<file path="src/rtl/gmuf_pkg.sv">
// ----------------------------------------------------------------------------
// gmuf_pkg: shared types and constants of the GRE multicast UDP filter
// Holds the request and result structures, the protocol constants and the
// configuration register indexes used across the filter.
// ----------------------------------------------------------------------------
package gmuf_pkg;

    // Configuration register indexes
    localparam int unsigned CfgIndexWidth = 1;
    localparam logic [CfgIndexWidth-1:0] CFG_TARGET_GROUP = 1'b0;
    localparam logic [CfgIndexWidth-1:0] CFG_TARGET_PORT  = 1'b1;

    // Protocol constants
    localparam logic [15:0] ETH_TYPE_IPV4  = 16'h0800;
    localparam logic [7:0]  PROTO_GRE      = 8'd47;
    localparam logic [7:0]  PROTO_UDP      = 8'd17;
    localparam int unsigned GRE_BIT_CSUM   = 15;
    localparam int unsigned GRE_BIT_KEY    = 13;
    localparam int unsigned GRE_BIT_SEQ    = 12;
    localparam logic [3:0]  MCAST_PREFIX   = 4'hE;
    localparam logic [5:0]  IHL_MIN        = 6'd20;

    // Byte positions within the frame
    localparam logic [7:0] POS_ETH_TYPE_END = 8'd13;
    localparam logic [7:0] POS_OUTER_IP     = 8'd14;
    localparam logic [7:0] POS_OUTER_PROTO  = 8'd23;
    localparam logic [7:0] POS_OUTER_END    = 8'd34;
    localparam logic [7:0] POS_MAX          = 8'd255;

    // Offsets within the inner IPv4 and UDP headers
    localparam logic [7:0] OFF_INNER_PROTO  = 8'd9;
    localparam logic [7:0] OFF_INNER_DST    = 8'd19;
    localparam logic [7:0] OFF_UDP_DPORT    = 8'd3;
    localparam logic [7:0] OFF_UDP_END      = 8'd7;

    // One frame byte request
    typedef struct packed {
        logic [7:0] frame_byte;
        logic       last_byte;
        logic [7:0] rx_queue;
    } gmuf_req_t;

    // One frame verdict
    typedef struct packed {
        logic       verdict;
        logic [7:0] queue;
    } gmuf_result_t;

endpackage

</file>
<file path="src/rtl/gre_multicast_udp_filter_unit.sv">
// ----------------------------------------------------------------------------
// gre_multicast_udp_filter_unit: GRE-tunnelled multicast UDP frame filter
// Byte-stream frame parser that redirects matching tunnelled multicast UDP
// frames to their receive queue and passes everything else.
// ----------------------------------------------------------------------------
// The filter takes one Ethernet frame byte per request on the slave stream,
// with tlast on the final byte and the receive queue in tuser. It checks the
// chain Ethernet (type 0x0800), outer IPv4 (protocol 47, header length 20 to
// 60 bytes), GRE (protocol 0x0800, optional checksum, key and sequence words),
// inner IPv4 (protocol 17, header length 20 to 60, destination in 224.0.0.0/4
// and equal to target_group) and UDP (destination port equal to target_port).
// Exactly one result request leaves on the master stream for each last byte:
// tuser is the verdict (1 redirect, 0 pass) and tdata the queue, which reads
// zero on pass. A frame that ends before the end of its UDP header is passed.
// The filter accepts one byte in every clock cycle while no last byte is held
// for a stalled master side; a result passes from the input register through
// the combinational parse step to the result register. Only a last byte waits
// for a stalled master side; other bytes keep flowing past a held result.
// Register writes (index 0 target_group, index 1 target_port) take effect at
// the next edge and belong between frames.
// ----------------------------------------------------------------------------
module gre_multicast_udp_filter_unit
    import gmuf_pkg::*;
(
    input  logic                     aclk,
    input  logic                     aresetn,

    input  logic                     s_tvalid,
    output logic                     s_tready,
    input  logic [7:0]               s_tdata,   // [7:0] frame_byte
    input  logic                     s_tlast,
    input  logic [7:0]               s_tuser,   // [7:0] rx_queue

    output logic                     m_tvalid,
    input  logic                     m_tready,
    output logic [7:0]               m_tdata,   // [7:0] queue
    output logic [0:0]               m_tuser,   // [0] verdict

    input  logic                     cfg_wr_en,
    input  logic [CfgIndexWidth-1:0] cfg_wr_index,
    input  logic [31:0]              cfg_wr_data
);

    logic [31:0]  target_group;
    logic [15:0]  target_port;

    logic         in_valid_reg;
    gmuf_req_t    in_req_reg;
    logic         out_valid_reg;
    gmuf_result_t out_result_reg;
    gmuf_result_t parse_result;

    logic         out_free;
    logic         take;

    gmuf_cfg_regs u_cfg (
        .aclk         (aclk),
        .aresetn      (aresetn),
        .cfg_wr_en    (cfg_wr_en),
        .cfg_wr_index (cfg_wr_index),
        .cfg_wr_data  (cfg_wr_data),
        .target_group (target_group),
        .target_port  (target_port)
    );

    // A byte leaves the input register when it yields no result, or when the
    // result register is empty or being emptied in this cycle.
    assign out_free = !out_valid_reg || m_tready;
    assign take     = in_valid_reg && (!in_req_reg.last_byte || out_free);
    assign s_tready = !in_valid_reg || take;

    always_ff @(posedge aclk) begin
        if (!aresetn) begin
            in_valid_reg <= 1'b0;
        end else if (s_tvalid && s_tready) begin
            in_valid_reg <= 1'b1;
        end else if (take) begin
            in_valid_reg <= 1'b0;
        end
    end

    always_ff @(posedge aclk) begin
        if (s_tvalid && s_tready) begin
            in_req_reg.frame_byte <= s_tdata;
            in_req_reg.last_byte  <= s_tlast;
            in_req_reg.rx_queue   <= s_tuser;
        end
    end

    gmuf_parser u_parser (
        .aclk         (aclk),
        .aresetn      (aresetn),
        .take         (take),
        .req          (in_req_reg),
        .target_group (target_group),
        .target_port  (target_port),
        .result       (parse_result)
    );

    // The result register is loaded by a last byte and emptied by the
    // master side.
    always_ff @(posedge aclk) begin
        if (!aresetn) begin
            out_valid_reg <= 1'b0;
        end else if (take && in_req_reg.last_byte) begin
            out_valid_reg <= 1'b1;
        end else if (m_tready) begin
            out_valid_reg <= 1'b0;
        end
    end

    always_ff @(posedge aclk) begin
        if (take && in_req_reg.last_byte) begin
            out_result_reg <= parse_result;
        end
    end

    assign m_tvalid   = out_valid_reg;
    assign m_tdata    = out_result_reg.queue;
    assign m_tuser[0] = out_result_reg.verdict;

    a_pass_zero_queue: assert property (@(posedge aclk) disable iff (!aresetn)
        m_tvalid && !m_tuser[0] |-> m_tdata == 8'd0)
        else $error("pass result carries a non-zero queue");

    a_last_waits: assert property (@(posedge aclk) disable iff (!aresetn)
        out_valid_reg && !m_tready && in_valid_reg && in_req_reg.last_byte |-> !take)
        else $error("last byte taken while the result register is held");

    a_result_follows: assert property (@(posedge aclk) disable iff (!aresetn)
        take && in_req_reg.last_byte |=> out_valid_reg)
        else $error("last byte gave no result");

endmodule

</file>
<file path="src/rtl/gmuf_cfg_regs.sv">
// ----------------------------------------------------------------------------
// gmuf_cfg_regs: configuration registers
// Holds the target multicast group and the target UDP port.
// ----------------------------------------------------------------------------
module gmuf_cfg_regs
    import gmuf_pkg::*;
(
    input  logic                     aclk,
    input  logic                     aresetn,
    input  logic                     cfg_wr_en,
    input  logic [CfgIndexWidth-1:0] cfg_wr_index,
    input  logic [31:0]              cfg_wr_data,
    output logic [31:0]              target_group,
    output logic [15:0]              target_port
);

    logic [31:0] group_reg;
    logic [15:0] port_reg;

    always_ff @(posedge aclk) begin
        if (!aresetn) begin
            group_reg <= '0;
            port_reg  <= '0;
        end else if (cfg_wr_en) begin
            unique case (cfg_wr_index)
                CFG_TARGET_GROUP: group_reg <= cfg_wr_data;
                CFG_TARGET_PORT:  port_reg  <= cfg_wr_data[15:0];
                default: ;
            endcase
        end
    end

    assign target_group = group_reg;
    assign target_port  = port_reg;

endmodule

</file>
<file path="src/rtl/gmuf_parser.sv">
// ----------------------------------------------------------------------------
// gmuf_parser: per-frame header parser
// Holds the parse state of the current frame and works out, in one step per
// byte, the updated state and the verdict that a last byte produces.
// ----------------------------------------------------------------------------
module gmuf_parser
    import gmuf_pkg::*;
(
    input  logic         aclk,
    input  logic         aresetn,
    input  logic         take,
    input  gmuf_req_t    req,
    input  logic [31:0]  target_group,
    input  logic [15:0]  target_port,
    output gmuf_result_t result
);

    logic [7:0]  pos_reg, pos_next;
    logic        match_reg, match_next;
    logic [5:0]  outer_len_reg, outer_len_next;
    logic [7:0]  inner_start_reg, inner_start_next;
    logic [7:0]  transport_start_reg, transport_start_next;
    logic [31:0] shift_reg, shift_next;
    logic        done_reg, done_next;

    logic [7:0]  gre_start;
    logic [4:0]  gre_len;
    logic [5:0]  inner_ihl;
    logic [7:0]  b;

    always_comb begin
        b                    = req.frame_byte;
        shift_next           = {shift_reg[23:0], b};
        match_next           = match_reg;
        outer_len_next       = outer_len_reg;
        inner_start_next     = inner_start_reg;
        transport_start_next = transport_start_reg;
        done_next            = done_reg;
        gre_start            = '0;
        gre_len              = 5'd4;
        inner_ihl            = {b[3:0], 2'b00};

        if (match_reg) begin
            // Ethernet type and outer IPv4 header
            if (pos_reg == POS_ETH_TYPE_END && shift_next[15:0] != ETH_TYPE_IPV4) begin
                match_next = 1'b0;
            end
            if (pos_reg == POS_OUTER_IP) begin
                outer_len_next = {b[3:0], 2'b00};
                if ({b[3:0], 2'b00} < IHL_MIN) begin
                    match_next = 1'b0;
                end
            end
            if (pos_reg == POS_OUTER_PROTO && b != PROTO_GRE) begin
                match_next = 1'b0;
            end

            // GRE header: the flags word sets the tunnel header length
            gre_start = POS_OUTER_IP + {2'b00, outer_len_next};
            if (match_next && pos_reg >= POS_OUTER_END) begin
                if (pos_reg == gre_start + 8'd1) begin
                    gre_len = 5'd4 + (shift_next[GRE_BIT_CSUM] ? 5'd4 : 5'd0)
                                   + (shift_next[GRE_BIT_KEY]  ? 5'd4 : 5'd0)
                                   + (shift_next[GRE_BIT_SEQ]  ? 5'd4 : 5'd0);
                    inner_start_next = gre_start + {3'b000, gre_len};
                end
                if (pos_reg == gre_start + 8'd3 && shift_next[15:0] != ETH_TYPE_IPV4) begin
                    match_next = 1'b0;
                end
            end

            // Inner IPv4 header
            if (match_next && inner_start_next != '0) begin
                if (pos_reg == inner_start_next) begin
                    if (inner_ihl < IHL_MIN) begin
                        match_next = 1'b0;
                    end
                    transport_start_next = inner_start_next + {2'b00, inner_ihl};
                end
                if (pos_reg == inner_start_next + OFF_INNER_PROTO && b != PROTO_UDP) begin
                    match_next = 1'b0;
                end
                if (pos_reg == inner_start_next + OFF_INNER_DST) begin
                    if (shift_next[31:28] != MCAST_PREFIX || shift_next != target_group) begin
                        match_next = 1'b0;
                    end
                end
            end

            // UDP header
            if (match_next && transport_start_next != '0) begin
                if (pos_reg == transport_start_next + OFF_UDP_DPORT
                        && shift_next[15:0] != target_port) begin
                    match_next = 1'b0;
                end
                if (pos_reg == transport_start_next + OFF_UDP_END) begin
                    done_next = 1'b1;
                end
            end
        end

        pos_next = (pos_reg == POS_MAX) ? pos_reg : pos_reg + 8'd1;

        result.verdict = match_next && done_next;
        result.queue   = (match_next && done_next) ? req.rx_queue : 8'd0;
    end

    always_ff @(posedge aclk) begin
        if (!aresetn) begin
            pos_reg             <= '0;
            match_reg           <= 1'b1;
            outer_len_reg       <= '0;
            inner_start_reg     <= '0;
            transport_start_reg <= '0;
            shift_reg           <= '0;
            done_reg            <= 1'b0;
        end else if (take) begin
            if (req.last_byte) begin
                // Every frame starts from a clean parse state.
                pos_reg             <= '0;
                match_reg           <= 1'b1;
                outer_len_reg       <= '0;
                inner_start_reg     <= '0;
                transport_start_reg <= '0;
                shift_reg           <= '0;
                done_reg            <= 1'b0;
            end else begin
                pos_reg             <= pos_next;
                match_reg           <= match_next;
                outer_len_reg       <= outer_len_next;
                inner_start_reg     <= inner_start_next;
                transport_start_reg <= transport_start_next;
                shift_reg           <= shift_next;
                done_reg            <= done_next;
            end
        end
    end

    a_frame_restart: assert property (@(posedge aclk) disable iff (!aresetn)
        take && req.last_byte |=> pos_reg == '0 && match_reg && !done_reg)
        else $error("parse state not cleared after last byte");

    a_fail_sticks: assert property (@(posedge aclk) disable iff (!aresetn)
        take && !req.last_byte && !match_reg |=> !match_reg)
        else $error("failed frame recovered its match");

    a_done_needs_udp: assert property (@(posedge aclk) disable iff (!aresetn)
        done_reg |-> transport_start_reg != '0 && inner_start_reg != '0)
        else $error("headers complete without located UDP header");

endmodule
</file>
<file path="config.mk">
export PLATFORM = sky130hd
export DESIGN_NAME = gre_multicast_udp_filter_unit
export DESIGN_NICKNAME = d
export VERILOG_FILES = /design/src/rtl/gmuf_pkg.sv /design/src/rtl/gre_multicast_udp_filter_unit.sv /design/src/rtl/gmuf_cfg_regs.sv /design/src/rtl/gmuf_parser.sv
export SDC_FILE = /design/constraint.sdc
export NUM_CORES = 1
export LEC_CHECK = 0
export BUFFER_PORTS_ARGS = -buffer_cell sky130_fd_sc_hd__buf_2
export CAP_MARGIN = 20
export CORE_AREA = 2 2 106 149
export DETAILED_ROUTE_END_ITERATION = 8
export DIE_AREA = 0 0 108 151
export GPL_ROUTABILITY_DRIVEN = 0
export HOLD_SLACK_MARGIN = 0.08
export PLACE_DENSITY = 0.87
export SYNTH_ARGS = -nofsm -noshare
export SYNTH_HDL_FRONTEND = slang
export SYNTH_SLANG_ARGS = --single-unit
</file>
<file path="constraint.sdc">
create_clock -name aclk -period 10.6 [get_ports aclk]
set_input_delay 2.65 -clock aclk [delete_from_list [all_inputs] [get_ports aclk]]
set_output_delay 2.65 -clock aclk [all_outputs]
set_load 0.01 [all_outputs]
</file>
Word-level counts from Yosys, hierarchy flattened
Cells that the tools add are included.

Register bits: 132. Bits of input ports: 55. Output and inout bits: 11. Word-level logic and storage cells: 125.

$add $sub $neg: 13. Order comparisons: 2. Eq/ne operators: 18. Multiplexer cells: 47. Bitwise operators: 1. Reductions and logical operators: 28.

Operators with widths (number): $mux W8 (12); $eq A8 B8 Y1 (7); $ne A32 B32 Y1 (1); $mux W1 (27); $mux W24 (1); $mux W6 (4); $add A8 B1 Y8 const B (2); $add A8 B2 Y8 const B (2); $eq A8 B4 Y1 const B (2); $ne A16 B12 Y1 const B (1); $ne A16 B16 Y1 (1); $reduce_bool A8 Y1 (2); $logic_and A1 B1 Y1 (12); $add A5 B5 Y5 (2); $mux W3 (3); $add A8 B3 Y8 const B (1); $add A8 B4 Y8 const B (1); $add A8 B5 Y8 (1); $add A8 B5 Y8 const B (1); $add A8 B6 Y8 (1); $eq A8 B5 Y1 const B (1); $eq A8 B8 Y1 const B (1); $ge A8 B6 Y1 const B (1); $ne A8 B5 Y1 const B (1); other kinds (11) (21).

Logic depth before layout (Yosys ltp)
Depth after elaboration: 22. Mapped depth: 40. Gate-level depth less buffers: 36.

Cells and area by module
From an unflattened synthesis, not the netlist that was laid out.

Cell total of the unflattened synthesis: 1052. Area total of the unflattened synthesis: 8918.6 µm².

By module, submodules not included: gmuf_parser (instances 1, cells each 821, area an instance 6159.7 µm²); gmuf_cfg_regs (instances 1, cells each 193, area an instance 1860.5 µm²); gre_multicast_udp_filter_unit (instances 1, cells each 38, area an instance 898.4 µm²).

Worst setup path before layout
Ideal clock, no wire load.

Path type: reg2reg. Start: register u_parser.pos_reg[0]. End: register out_result_reg, in the netlist m_tuser (data pin). Library setup time: 0.280 ns. Data arrival time: 7.239 ns. Data required time: 10.320 ns. Slack: 3.081 ns. Cell stages (with the launch flop): 40. Period minus slack after synthesis: 7.519 ns. Cell sequence: dfxtp_1 > inv_1 > ha_1 > nand4b_1 > nor2_2 > buf_2 > nand2_1 > nand2_1 > ha_1 > nor2b_1 > nor3_1 > or3_1 > nand3_1 > and4_1 > nand2_2 > buf_2 > buf_2 > nand2_1 > (+4 left out) > nor4_1 > a21oi_1 > o21ai_0 > a22oi_1 > nand4b_2 > nor2_4 > buf_6 > mux2i_1 > ha_1 > nor3b_1 > nand2b_1 > nor2_1 > a21oi_1 > a211o_1 > a221oi_1 > o2111ai_1 > o21ai_2 > nor3_1.

RTL lines: start, declared (RTL line gmuf_parser.sv:18) `logic [7:0] pos_reg, pos_next;`; start signal, assigned (RTL line gmuf_parser.sv:128) `pos_reg <= pos_next;`; end signal, assigned (RTL line gre_multicast_udp_filter_unit.sv:114) `out_result_reg <= parse_result;`; end, declared (RTL line gre_multicast_udp_filter_unit.sv:50) `gmuf_result_t out_result_reg;`.

==> impl_metrics.yaml <==
status:
  run_status: "finished, final reports clean"
clock_network:
  clockBufferDepth: 2
  cts_resized: 0
  clk_latency_ps: 430
  cts_tree: "done"
  path_clk_slew_ps: 60
  cts-hold-fix-buffers: 0
  clock-sinks: 132
  htree_levels: 4
  root_buffer: "clkbuf_16"
  cts_setup_buffers: 0
  cts_buffers: 17
global_routing:
  antenna_found_initial: 0
  grt_pass1_wl_mm: 40.8
  grt_pass1_vias: 8103
  grt_overflow_total: 0
  grt_max_degree: 101
  grt_usage_pct: 31.9
finish:
  final_cell_mix: "nand2_1 (153), dfxtp_1 (106), buf_2 (65), xnor2_1 (51), nor2b_1 (51)"
  n_antenna_cell: 0
  fillCellCount: 1196
  final_common_cell: "nand2_1"
  nNetsFinal: 1147
  syn_to_final_growth_pct: 9.96
  utilization_pct: 64.9
  final_area_mm2: 0.00968
  largest_reg_flops: 32
  drive_above_1_share_pct: 13.2
critical_path:
  slowest_stage: "nor2_2"
  crit_required_ps: 10740
  r2r-start: "u_parser.pos_reg[1]"
  ff2ff_path_depth: 33
  cp-end-kind: "register"
  crit_top_cell: "ha_1"
  worstSetupPathType: "reg2reg"
  path_max_fanout: 26
  cp_slowest_stage_delay_ps: 670
  arrival_ps: 10120
  cp-start-kind: "register"
  startpoint: "u_parser.pos_reg[1]"
sta:
  finalSetupViolCount: 0
  slew_headroom_pct: 34.9
  slew_viol_final: 0
  hold_ws_ps: 474
  fin_worst_skew_ps: 7.13
  final.setup.worst_slack_ps: 616
  rsz0062_at_grt: "no"
  fin_crit_sh_pct: 94.2
  finalHoldViolCount: 0
  tightestPinTransition_ps: 969
  period_needed_ps: 9980
  fmax_mhz: 100
  setup_tns_ps: 0
yosys:
  ys_async_sr_fraction_pct: 0
  synth.avg_cell_area_um2: 8.38
  synth_nets: 1127
  seq_area_frac_synth_pct: 33.0
  synth_edf_count: 26
  synthFlopType: "dfxtp_1"
  yosys_warnings: 0
  synth_cell_types: 93
  synthesis.area_mm2: 0.00880
  ys_ff_latch: 132
  synthCells: 1050
power_and_ir_drop:
  p_leak_nw: 3.61
  power.density_mw_per_mm2: 123
  vdd_drop_max_mv: 0.123
route:
  vias: 8358
  ant_nets: 0
  post_drt_wl_per_cell_um: 20.2
  drtIter0Drc: 1066
  wl_mm: 25.7
  post_drt_via_cell_ratio: 6.56
  drc: 0
  first_pass_iters: 8
job:
  cap_violations: 0
place:
  pre_cts_ws_ps: 1230
  hpwl_mm: 17.6
  port_buffers: 65
  postPlaceCellArea_mm2: 0.00913
floorplan:
  die_w_um: 108
  start_util_pct: 59.0
  chipHeight_um: 151
  die_area_mm2: 0.0163
  core_area_mm2: 0.0149
  ios: 66
  rows: 53
worst_hold_path:
  hold_path.class: "reg2reg"
  holdPathStages: 2
  worstHoldStart: "u_cfg.target_group[4]"
## layer usage
layer / track usage (%) / vias to the layer above / part of all wire (%)
li1: - / 3806 / -
met1: 36.0 / 3879 / 35
met2: 55.2 / 523 / 50
met3: 5.42 / 150 / 8.5
met4: 20.6 / 0 / 6.3
met5: 0 / - / 0
## cell usage after synthesis, drive strengths merged, types with 27 or more instances
| master | instances | area share, % |
|---|---|---|
| nand2 | 156 | 6.7 |
| dfxtp | 106 | 24 |
| nor2b | 52 | 3.7 |
| xnor2 | 52 | 5.3 |
| a21boi | 50 | 4.3 |
| clkbuf | 49 | 2.1 |
| o21ai | 49 | 2.9 |
| xor2 | 42 | 4.3 |
| a22oi | 41 | 3.5 |
| inv | 41 | 1.7 |
| nor2 | 37 | 1.7 |
| a21oi | 34 | 2.1 |
| nor4 | 27 | 2.2 |
## kinds of logic (layout without fill, tap and decap cells)
group                    after synthesis  after routing  synth area share, %
buffers and inverters                113            146                 5.36
multiplexers                          16             16                 2.16
AND/OR/NAND/NOR                      407            407                 24.8
AO/OA/AOI/OAI                        265            265                 21.6
flip-flops                           132            132                 33.0
XOR/XNOR                              95             95                 9.78
adder cells (fa/ha/maj)               22             22                 3.30
## path summary, 6_finish.rpt
check	end	slack (ps)
setup / recovery	m_tuser	620
hold / removal	u_cfg.target_group[4]	470
setup reg to reg	m_tuser	620
hold reg to reg	u_cfg.target_group[4]	470
## worst max-delay path, delay by kind of cell, from the launching register on
family	cells	cell delay, ps
compound gates	9	2480
fa+ha+maj	4	1180
buf+inv	1	90
flops	1	650
mux	1	190
simple gates	18	5110
## through the flow
stage | total power [mW] | instances
after floorplan | 0.607 | 1050
after global placement | 0.639 | 1241
after detailed placement | 0.643 | 1243
after CTS | 1.19 | 1275
after global routing | 1.22 | 1275
final | 1.19 | 1275
## report_power, final
group | total (mW) | internal [mW] | leakage [nW] | switching [mW]
Combinational | 0.0927 | 0.0379 | 2.22 | 0.0548
Sequential | 0.543 | 0.527 | 1.11 | 0.0167
Clock | 0.558 | 0.317 | 0.280 | 0.241
## layout make-up
type	instances	area [um2]	area share [%]
Multi-Input combinational cell	805	5440	56.2
Sequential cell	132	2900	30.0
Clock buffer	20	458	4.73
Timing Repair Buffer	72	393	4.06
Tap cell	192	240	2.48
Inverter	42	158	1.63
Clock inverter	12	91.3	0.944
Note: power is estimated with default switching activity, not from simulation.
